**config.mk**
```make
export PLATFORM = sky130hd
export DESIGN_NAME = adjacency_matrix_connectivity
export DESIGN_NICKNAME = d
export VERILOG_FILES = /design/src/rtl/amc_pkg.sv /design/src/rtl/amc_rowmem.sv /design/src/rtl/adjacency_matrix_connectivity.sv
export SDC_FILE = /design/constraint.sdc
export NUM_CORES = 2
export LEC_CHECK = 0
export ABC_CLOCK_PERIOD_IN_PS = 7200
export BUFFER_PORTS_ARGS = -buffer_cell sky130_fd_sc_hd__buf_2
export CORE_ASPECT_RATIO = 0.75
export CORE_MARGIN = 2
export CORE_UTILIZATION = 35
export CTS_CLUSTER_DIAMETER = 30
export CTS_CLUSTER_SIZE = 30
export DETAILED_ROUTE_END_ITERATION = 7
export PLACE_DENSITY = 0.5
export SETUP_SLACK_MARGIN = 0.02
export SYNTH_ARGS = -nofsm -noshare
export SYNTH_HDL_FRONTEND = slang
export SYNTH_SLANG_ARGS = --single-unit
```
**constraint.sdc**
```tcl
create_clock -name clk -period 7.2 [get_ports clk]
set_input_delay 1.44 -clock clk [delete_from_list [all_inputs] [get_ports clk]]
set_output_delay 1.44 -clock clk [all_outputs]
set_load 0.05 [all_outputs]
```
**src/rtl/amc_pkg.sv**
```systemverilog
// Package: shared widths, command codes and the microcode program of the connectivity block.
package amc_pkg;

  localparam int unsigned MAX_VERTICES_DEF = 32;
  localparam int unsigned CMD_W            = 2;
  localparam int unsigned VTX_W            = 5;
  localparam int unsigned VC_W             = 6;
  localparam int unsigned EDGE_W           = 9;
  localparam int unsigned PC_W             = 4;
  localparam int unsigned VC_RESET         = 32;

  typedef enum logic [CMD_W-1:0] {
    CMD_INSERT = 2'd0,
    CMD_REMOVE = 2'd1,
    CMD_QUERY  = 2'd2,
    CMD_CHECK  = 2'd3
  } cmd_t;

  typedef enum logic [1:0] {
    RD_A,
    RD_B,
    RD_V
  } rd_sel_t;

  typedef enum logic [1:0] {
    WR_NONE,
    WR_A,
    WR_B
  } wr_sel_t;

  typedef enum logic [1:0] {
    EMIT_NONE,
    EMIT_EDGE,
    EMIT_ERR,
    EMIT_CONN
  } emit_t;

  typedef enum logic [2:0] {
    C_NEVER,
    C_ALWAYS,
    C_NOSTART,
    C_CHECK,
    C_ERR,
    C_MORE,
    C_CHANGED
  } cond_t;

  typedef logic [PC_W-1:0] pc_t;

  typedef struct packed {
    rd_sel_t rd_sel;
    wr_sel_t wr_sel;
    logic    edge_eval;
    logic    chk_init;
    logic    sweep_acc;
    logic    chg_clr;
    emit_t   emit;
    cond_t   cond;
    pc_t     target;
  } ctl_word_t;

  localparam pc_t S_IDLE = 4'd0;
  localparam pc_t S_DISP = 4'd1;
  localparam pc_t S_RNG  = 4'd2;
  localparam pc_t S_E0   = 4'd3;
  localparam pc_t S_E1   = 4'd4;
  localparam pc_t S_E2   = 4'd5;
  localparam pc_t S_ERRS = 4'd6;
  localparam pc_t S_CHK0 = 4'd7;
  localparam pc_t S_SW0  = 4'd8;
  localparam pc_t S_SW1  = 4'd9;
  localparam pc_t S_SW2  = 4'd10;
  localparam pc_t S_DONE = 4'd11;

  function automatic ctl_word_t ucode(input pc_t pc);
    ctl_word_t w;
    w = '{rd_sel: RD_A, wr_sel: WR_NONE, edge_eval: 1'b0, chk_init: 1'b0,
          sweep_acc: 1'b0, chg_clr: 1'b0, emit: EMIT_NONE, cond: C_NEVER,
          target: S_IDLE};
    unique case (pc)
      S_IDLE: begin
        w.cond   = C_NOSTART;
        w.target = S_IDLE;
      end
      S_DISP: begin
        w.cond   = C_CHECK;
        w.target = S_CHK0;
      end
      S_RNG: begin
        w.cond   = C_ERR;
        w.target = S_ERRS;
      end
      S_E0: begin
        w.rd_sel = RD_A;
      end
      S_E1: begin
        w.rd_sel    = RD_B;
        w.wr_sel    = WR_A;
        w.edge_eval = 1'b1;
      end
      S_E2: begin
        w.wr_sel = WR_B;
        w.emit   = EMIT_EDGE;
        w.cond   = C_ALWAYS;
        w.target = S_IDLE;
      end
      S_ERRS: begin
        w.emit   = EMIT_ERR;
        w.cond   = C_ALWAYS;
        w.target = S_IDLE;
      end
      S_CHK0: begin
        w.chk_init = 1'b1;
      end
      S_SW0: begin
        w.rd_sel = RD_V;
      end
      S_SW1: begin
        w.sweep_acc = 1'b1;
        w.cond      = C_MORE;
        w.target    = S_SW0;
      end
      S_SW2: begin
        w.chg_clr = 1'b1;
        w.cond    = C_CHANGED;
        w.target  = S_SW0;
      end
      S_DONE: begin
        w.emit   = EMIT_CONN;
        w.cond   = C_ALWAYS;
        w.target = S_IDLE;
      end
      default: begin
        w.cond   = C_ALWAYS;
        w.target = S_IDLE;
      end
    endcase
    return w;
  endfunction

endpackage

```
**src/rtl/amc_rowmem.sv**
```systemverilog
// Adjacency row memory with per-row valid bits; unwritten rows read as zero.
module amc_rowmem #(
  parameter int unsigned DEPTH = amc_pkg::MAX_VERTICES_DEF,
  parameter int unsigned WIDTH = amc_pkg::MAX_VERTICES_DEF
) (
  input  logic                     clk,
  input  logic                     rst_n,
  input  logic                     clr,
  input  logic                     we,
  input  logic [$clog2(DEPTH)-1:0] waddr,
  input  logic [WIDTH-1:0]         wdata,
  input  logic [$clog2(DEPTH)-1:0] raddr,
  output logic [WIDTH-1:0]         rdata
);
  import amc_pkg::*;

  logic [WIDTH-1:0] mem [DEPTH];
  logic [DEPTH-1:0] valid_r;
  logic [WIDTH-1:0] rd_q_r;
  logic             rvalid_r;

  always_ff @(posedge clk) begin
    if (we) begin
      mem[waddr] <= wdata;
    end
    rd_q_r <= mem[raddr];
  end

  always_ff @(posedge clk) begin
    if (!rst_n) begin
      valid_r  <= '0;
      rvalid_r <= 1'b0;
    end else begin
      rvalid_r <= valid_r[raddr];
      if (clr) begin
        valid_r <= '0;
      end else if (we) begin
        valid_r[waddr] <= 1'b1;
      end
    end
  end

  assign rdata = rvalid_r ? rd_q_r : {WIDTH{1'b0}};

endmodule

```
**src/rtl/adjacency_matrix_connectivity.sv**
```systemverilog
// Top level: graph adjacency matrix with edge commands and a connectivity check.
//
// Usage:
//   Command channel: a word (in_command, in_vertex_a, in_vertex_b) is taken on a
//   rising edge with start high and busy low. busy stays high until the result
//   has been issued.
//   Result channel: one word per command, held on out_* for one cycle with
//   out_strobe high. The receiver cannot stall; results are never held back.
//   Config: cfg_wr_en/cfg_wr_data write vertex_count (0 reads as 1, above
//   MAX_VERTICES saturates) and clear the graph. Write only while idle.
// Sequence (start accepted to out_strobe):
//   range error: dispatch, range check, emit; insert/remove/query: dispatch,
//   range check, read row a, write row a and read row b, write row b and emit.
//   connectivity check: dispatch, init, S sweeps over the rows (N = vertex_count,
//   S at most N), each row read on the single memory read port, driven by the microcode sequencer.
//   Next command may be started the cycle out_strobe is high.
// Reset: matrix, edge count and visit mask cleared; vertex_count = min(32, MAX_VERTICES).
module adjacency_matrix_connectivity #(
  parameter int unsigned MAX_VERTICES = amc_pkg::MAX_VERTICES_DEF
) (
  input  logic                        clk,
  input  logic                        rst_n,
  input  logic                        start,
  output logic                        busy,
  input  logic [amc_pkg::CMD_W-1:0]   in_command,
  input  logic [amc_pkg::VTX_W-1:0]   in_vertex_a,
  input  logic [amc_pkg::VTX_W-1:0]   in_vertex_b,
  output logic                        out_strobe,
  output logic                        out_edge_present,
  output logic                        out_connected,
  output logic [amc_pkg::EDGE_W-1:0]  out_edge_total,
  output logic                        out_vertex_error,
  input  logic                        cfg_wr_en,
  input  logic [amc_pkg::VC_W-1:0]    cfg_wr_data
);
  import amc_pkg::*;

  localparam int unsigned VW  = $clog2(MAX_VERTICES);
  localparam int unsigned VCW = $clog2(MAX_VERTICES + 1);

  pc_t                 pc_r, pc_nxt;
  ctl_word_t           cw;
  logic                cond_hit;

  cmd_t                cmd_r;
  logic [VTX_W-1:0]    a_r, b_r;
  logic [VCW-1:0]      vc_r;
  logic [EDGE_W-1:0]   edge_cnt_r;
  logic [MAX_VERTICES-1:0] visited_r;
  logic                changed_r;
  logic [VW-1:0]       v_r;
  logic                old_r, chg_r;

  logic                out_strobe_r, out_present_r, out_conn_r, out_err_r;
  logic [EDGE_W-1:0]   out_total_r;

  logic [VW-1:0]       a_idx, b_idx, raddr, waddr;
  logic [MAX_VERTICES-1:0] row, wdata, use_mask, bit_a, bit_b, visited_upd;
  logic                mem_we, vtx_err, is_last, row_old, row_chg, accept;

  assign cw     = ucode(pc_r);
  assign busy   = (pc_r != S_IDLE);
  assign accept = start && !busy;

  assign a_idx = VW'(a_r);
  assign b_idx = VW'(b_r);
  assign bit_a = {{(MAX_VERTICES-1){1'b0}}, 1'b1} << a_idx;
  assign bit_b = {{(MAX_VERTICES-1){1'b0}}, 1'b1} << b_idx;

  assign vtx_err = (int'(a_r) >= int'(vc_r)) || (int'(b_r) >= int'(vc_r));
  assign is_last = (v_r == VW'(vc_r - VCW'(1)));

  always_comb begin
    for (int i = 0; i < int'(MAX_VERTICES); i++) begin
      use_mask[i] = (i < int'(vc_r));
    end
  end

  always_comb begin
    unique case (cw.cond)
      C_NEVER:   cond_hit = 1'b0;
      C_ALWAYS:  cond_hit = 1'b1;
      C_NOSTART: cond_hit = !start;
      C_CHECK:   cond_hit = (cmd_r == CMD_CHECK);
      C_ERR:     cond_hit = vtx_err;
      C_MORE:    cond_hit = !is_last;
      C_CHANGED: cond_hit = changed_r;
      default:   cond_hit = 1'b0;
    endcase
    pc_nxt = cond_hit ? cw.target : pc_r + pc_t'(1);
  end

  always_comb begin
    unique case (cw.rd_sel)
      RD_A:    raddr = a_idx;
      RD_B:    raddr = b_idx;
      RD_V:    raddr = v_r;
      default: raddr = a_idx;
    endcase
  end

  assign row_old = row[b_idx];
  assign row_chg = ((cmd_r == CMD_INSERT) && (a_r != b_r) && !row_old) ||
                   ((cmd_r == CMD_REMOVE) && row_old);

  always_comb begin
    mem_we = 1'b0;
    waddr  = a_idx;
    wdata  = row;
    unique case (cw.wr_sel)
      WR_A: begin
        mem_we = row_chg;
        waddr  = a_idx;
        wdata  = (cmd_r == CMD_INSERT) ? (row | bit_b) : (row & ~bit_b);
      end
      WR_B: begin
        mem_we = chg_r;
        waddr  = b_idx;
        wdata  = (cmd_r == CMD_INSERT) ? (row | bit_a) : (row & ~bit_a);
      end
      default: begin
        mem_we = 1'b0;
      end
    endcase
  end

  assign visited_upd = visited_r | (row & use_mask);

  amc_rowmem #(
    .DEPTH(MAX_VERTICES),
    .WIDTH(MAX_VERTICES)
  ) u_rowmem (
    .clk   (clk),
    .rst_n (rst_n),
    .clr   (cfg_wr_en),
    .we    (mem_we),
    .waddr (waddr),
    .wdata (wdata),
    .raddr (raddr),
    .rdata (row)
  );

  always_ff @(posedge clk) begin
    if (!rst_n) begin
      pc_r         <= S_IDLE;
      vc_r         <= VCW'(VC_RESET > MAX_VERTICES ? MAX_VERTICES : VC_RESET);
      edge_cnt_r   <= '0;
      visited_r    <= '0;
      changed_r    <= 1'b0;
      v_r          <= '0;
      out_strobe_r <= 1'b0;
    end else begin
      pc_r         <= pc_nxt;
      out_strobe_r <= (cw.emit != EMIT_NONE);
      if (cfg_wr_en) begin
        if (int'(cfg_wr_data) > int'(MAX_VERTICES)) begin
          vc_r <= VCW'(MAX_VERTICES);
        end else if (cfg_wr_data == '0) begin
          vc_r <= VCW'(1);
        end else begin
          vc_r <= VCW'(cfg_wr_data);
        end
        edge_cnt_r <= '0;
        visited_r  <= '0;
        changed_r  <= 1'b0;
      end else begin
        if (cw.edge_eval && row_chg) begin
          edge_cnt_r <= (cmd_r == CMD_INSERT) ? edge_cnt_r + EDGE_W'(1)
                                              : edge_cnt_r - EDGE_W'(1);
        end
        if (cw.chk_init) begin
          visited_r <= {{(MAX_VERTICES-1){1'b0}}, 1'b1};
          changed_r <= 1'b0;
          v_r       <= '0;
        end
        if (cw.sweep_acc) begin
          if (visited_r[v_r]) begin
            visited_r <= visited_upd;
            if (visited_upd != visited_r) begin
              changed_r <= 1'b1;
            end
          end
          v_r <= is_last ? '0 : v_r + VW'(1);
        end
        if (cw.chg_clr) begin
          changed_r <= 1'b0;
        end
      end
    end
  end

  always_ff @(posedge clk) begin
    if (accept) begin
      cmd_r <= cmd_t'(in_command);
      a_r   <= in_vertex_a;
      b_r   <= in_vertex_b;
    end
    if (cw.edge_eval) begin
      old_r <= row_old;
      chg_r <= row_chg;
    end
    if (cw.emit != EMIT_NONE) begin
      out_total_r   <= edge_cnt_r;
      out_present_r <= (cw.emit == EMIT_EDGE) &&
                       (chg_r ? (cmd_r == CMD_INSERT) : old_r);
      out_conn_r    <= (cw.emit == EMIT_CONN) && (visited_r == use_mask);
      out_err_r     <= (cw.emit == EMIT_ERR);
    end
  end

  assign out_strobe       = out_strobe_r;
  assign out_edge_present = out_present_r;
  assign out_connected    = out_conn_r;
  assign out_edge_total   = out_total_r;
  assign out_vertex_error = out_err_r;

endmodule
```
==> results <==
- The tree is rooted in a sky130_fd_sc_hd__clkbuf_16.
- Entering global routing, the biggest net connects about 130 pins.
- The start-to-end type of the worst setup path is flop to flop.
- VDD sags by at most ~390 uV.
- The final cell utilization of the core is 0.419.
- The netlist area before placement is between 40,000 and 50,000 um^2.
- The critical register-to-register path startpoint is pc_r[0]$_SDFF_PN0_.
- For the pin with the worst max-slew slack, the measured transition is between 1 and 1.5 ns.
- The synthesized design contains 1,050 enable-type register cells.
- Post-CTS repair changed the size of 0 cells.
- The HPWL after detailed placement is ~84,000 um.
- 36 I/O pins were placed.
- Synthesis produced a netlist whose cell count is ~3,000.
- The worst clock skew is ~0.042 ns.
- For this block, the routed nets add up to 142,000 um of wire.
- The path class of the tightest hold or removal check is flop to flop.
- The cell depth of the worst hold path is 1.
- The highest-delay cell along the critical path is sky130_fd_sc_hd__o21ai_4.
- The number of unique standard cell types used by synthesis is 68.
- Clock-pin slew was measured on the worst setup and hold paths at 0.05 ns.
- The diode insertion count for antenna repair is 0.
- The full die area is roughly 140,000 um^2.
- The congestion estimate from routability-driven global placement came to 0.898.
- After synthesis, the mean cell area works out to ~17 um^2.
- The kind of cell with the highest combined delay along the critical path is compound AO/OA/AOI/OAI gates.
- The arrival time of data at the critical path endpoint is 6.15 ns.
- TritonCTS created 184 clock buffers.
- In this run the static leakage power is around 19 nW.
- The largest fanout of any net on the critical path is 94.
- The CTS H-tree depth is 4.
- The iteration count of the initial detailed-routing pass is 6.
- For this configuration, the core starts out at a cell density of 0.353.
- Setup repair after global routing left no endpoint under its margin.
- In the final routed layout, each cell accounts on average for roughly 28 um.
- The top cell type by total area after synthesis is sky130_fd_sc_hd__edfxtp_1.
- The initial antenna violation count is 4.
- The area growth from synthesis to layout is 18.5%.
- Summing all multi-input logic gate instances after layout gives 14,300 um^2.
- The fraction of final layout cells with drive strength greater than 1 is 0.264.
- The worst-case register-to-register setup slack is between 1.5 and 2 ns.
- The tool flagged a number of max-cap violations equal to 0.
- The most used flip-flop cell after synthesis is sky130_fd_sc_hd__edfxtp_1.
- The post-synthesis compound-gate area fraction was 0.0603.
- Once detail routing completed, the nets flagged for antenna violations numbered 0.
- The number of remaining DRC errors is 0.
- In this run the most critical hold path is launched from u_rowmem.valid_r[18]$_SDFFE_PP0P_.
- The vertical die dimension is 328 um.
- The critical path startpoint category is a flop.
- The number of buffers and inverters on the critical path is 3.
- The maximum count of clock buffers along a single path is 3.
- The share of the clock period used by the worst path is 0.768.
- The net count after synthesis is between 2,000 and 3,000.
- Excluding fillers, the count of instances in the completed layout stands at slightly above 5,000.
- The worst path needs ~5.5 ns of the cycle, external delays included.
- From left edge to right edge, the die measures about 440 um.
- The worst hold endpoint is u_rowmem.valid_r[18]$_SDFFE_PP0P_.
- The total clock sinks is 1,173.
- For this block, the initial DRC count from the detailed router was roughly 3,300.
- STA classifies the critical path endpoint as a flop.
- STA puts the critical path data required time at 7.82 ns.
- The share of synthesized area in the top cell type comes to 0.644.
- The most repeated library cell on the critical path is sky130_fd_sc_hd__ha_1.
- In this run the number of cells on the critical path is 11.
- The core region is 138,000 um^2.
- The final-layout worst hold slack is between 0.4 and 0.5 ns.
- In the final layout, flip-flops and latches occupy ~34,000 um^2.
- The placed instances occupy a cell area of approximately 52,000 um^2.
- The finished cells cover just under 60,000 um^2.
- The number of buffers added for setup after CTS is 0.
- The clock latency at the later pin of the worst-skew pair is 0.79 ns.
- The filler cell count is about 12,000.
- The hold violation total from the final report is 0.
- The total overflow reported by the global router is 0.
- The largest single stage delay on the critical path is around 0.95 ns.
- The worst register-to-register path has a depth of 11.
- The synthesized-area fraction occupied by and/or/nand/nor cells is 0.0508.
- The yosys synthesis warning count is 0.
- The floorplan has roughly 120 rows.
- After synthesis, the cell types taking the most area are sky130_fd_sc_hd__edfxtp_1 (64%), sky130_fd_sc_hd__mux4_2 (13%), sky130_fd_sc_hd__dfxtp_1 (5.0%).
- The TritonCTS clock tree is yes.
- The sequential area share after synthesis is 0.695.
- The wire length of the first global-routing pass is 205,000 um.
- The flow ran to the end, and the final reports show no timing, DRC or antenna violations.
- The normalized max-slew margin is 0.133.
- In the final timing run, aggregate negative setup slack is 0 ns.
- After synthesis, the largest family of logic cells by area is multiplexers.
- The proportion of synthesized area in mux cells is 0.162.
- Synthesis inferred between 1,000 and 1,500 register bits.
- The worst reg2reg path endpoint is u_rowmem.rd_q_r[5]$_DFF_P_.
- The xor and xnor area share after synthesis is 0.00519.
- In the routed layout, each cell is associated on average with a via count of approximately 5.6.
- Of the total synthesized cell area, the portion taken by full adders, half adders and majority gates is 0.00757.
- The signal on the critical path passes through inv_1, ha_1, nand2_1, clkinv_1, ha_1, o21ai_4, buf_12, mux4_2, mux2_2, o211ai_1, o21ai_1.
- The maximum frequency from static timing analysis is 181 MHz.
- In this run the power density over the cells is about 390 nW/um^2.
- The via count of the first global-routing pass came to 28,500.
- The global router's overall resource usage is 0.198.
- For this design, the CTS-stage hold fixing added 0 buffers.
- The cell count after placement is about 4,700.
- The number of slew-limit violations in the final report is 0.
- The post-layout net count is 3,102.
- The count of final setup violators is 0.
- The async set or reset register ratio after synthesis is 0.
- The total vias in the final route is roughly 28,000.
- The count of buffers added on input and output ports is 35.
==> stage by stage <==
stage / setup slack [ns] / power [mW]
final: 1.67 / 22.6
after global routing: 1.27 / 23.5
after CTS: 1.63 / 22.8
after detailed placement: 1.64 / 13.9
after global placement: 1.69 / 13.8
after floorplan: 2.22 / 12.1
==> logic make-up (layout without fill, tap and decap cells) <==
group / Yosys count / after routing
muxes: 442 / 442
and+or+nand+nor: 565 / 565
buffers and inverters: 211 / 510
adders and majority gates: 29 / 29
DFF: 1173 / 1173
xor gates and xnor gates: 29 / 29
AOI/OAI and AO/OA: 464 / 464
==> power breakdown <==
group          internal (mW)  switching [mW]
sequential              8.10           0.306
clock                   5.51            3.33
combinational           2.11            3.21
total                   15.7            6.85
==> worst reg2reg max path: stages, from the launching register on <==
cell and delay (ns):
sky130_fd_sc_hd__dfxtp_1 0.40, sky130_fd_sc_hd__inv_1 0.09, sky130_fd_sc_hd__ha_1 0.30, sky130_fd_sc_hd__nand2_1 0.40, sky130_fd_sc_hd__clkinv_1 0.49, sky130_fd_sc_hd__ha_1 0.67
sky130_fd_sc_hd__o21ai_4 0.95, sky130_fd_sc_hd__buf_12 0.59, sky130_fd_sc_hd__mux4_2 0.82, sky130_fd_sc_hd__mux2_2 0.28, sky130_fd_sc_hd__o211ai_1 0.29, sky130_fd_sc_hd__o21ai_1 0.12
==> cell usage after synthesis, drive strengths merged, types with 20 or more instances <==
library cell / n
a32oi: 20
nor2: 180
o21ai: 114
mux2: 67
mux2i: 101
nand2: 187
a32o: 33
o211ai: 36
mux4: 274
nor3: 70
edfxtp: 1050
buf: 100
ha: 28
inv: 27
nand3: 51
a21oi: 162
clkbuf: 82
dfxtp: 123
==> flip-flops by register name, summed over array words and instances, names as in the netlist, 6 cells and up <==
name              flops
out_edge_total        9
visited_r            32
u_rowmem.mem       1024
vc_r                  6
u_rowmem.rd_q_r      32
edge_cnt_r            9
u_rowmem.valid_r     32
==> metal layers <==
| layer | routed length [um] | vias up | GRT usage |
|---|---|---|---|
| met4 | 2180 | 0 | 0.0515 |
| met5 | 0 | - | 0 |
| li1 | - | 12100 | - |
| met1 | 66300 | 15000 | 0.298 |
| met2 | 63200 | 1125 | 0.292 |
| met3 | 10800 | 187 | 0.0401 |
==> worst max-delay path by stage <==
| stage | from | end | slack (ns) |
|---|---|---|---|
| final | pc_r[0]$_SDFF_PN0_ | u_rowmem.rd_q_r[5]$_DFF_P_ | 1.67 |
| after global routing | pc_r[0]$_SDFF_PN0_ | u_rowmem.rd_q_r[5]$_DFF_P_ | 1.27 |
| after CTS | pc_r[0]$_SDFF_PN0_ | u_rowmem.rd_q_r[5]$_DFF_P_ | 1.63 |
| after detailed placement | pc_r[0]$_SDFF_PN0_ | u_rowmem.rd_q_r[5]$_DFF_P_ | 1.64 |
| after global placement | pc_r[0]$_SDFF_PN0_ | u_rowmem.rd_q_r[5]$_DFF_P_ | 1.69 |
| after floorplan | pc_r[0]$_SDFF_PN0_ | u_rowmem.mem[15][0]$_DFFE_PP_ | 2.22 |
==> area by class of cell <==
class | instances | area share
Clock buffer | 213 | 0.0834
Clock inverter | 134 | 0.0250
Inverter | 29 | 0.00188
Multi-Input combinational cell | 1529 | 0.246
Sequential cell | 1173 | 0.586
Tap cell | 1860 | 0.0401
Timing Repair Buffer | 134 | 0.0178
==> cell usage in the layout (no fill, tap or decap), types with 35 or more instances in the layout <==
cell type / netlist / routed
sky130_fd_sc_hd__edfxtp_1: 1050 / 1050
sky130_fd_sc_hd__nand3_1: 51 / 51
sky130_fd_sc_hd__buf_4: 2 / 90
sky130_fd_sc_hd__mux2_2: 67 / 67
sky130_fd_sc_hd__nor3_1: 70 / 38
sky130_fd_sc_hd__nand2_1: 187 / 187
sky130_fd_sc_hd__o211ai_1: 36 / 36
sky130_fd_sc_hd__clkbuf_16: 0 / 187
sky130_fd_sc_hd__dfxtp_1: 123 / 122
sky130_fd_sc_hd__nor2_1: 180 / 178
sky130_fd_sc_hd__mux4_2: 274 / 274
sky130_fd_sc_hd__a21oi_1: 159 / 150
sky130_fd_sc_hd__o21ai_0: 90 / 90
sky130_fd_sc_hd__mux2i_1: 100 / 100
sky130_fd_sc_hd__buf_2: 75 / 35
No activity file was read; power rests on OpenSTA's default activity.
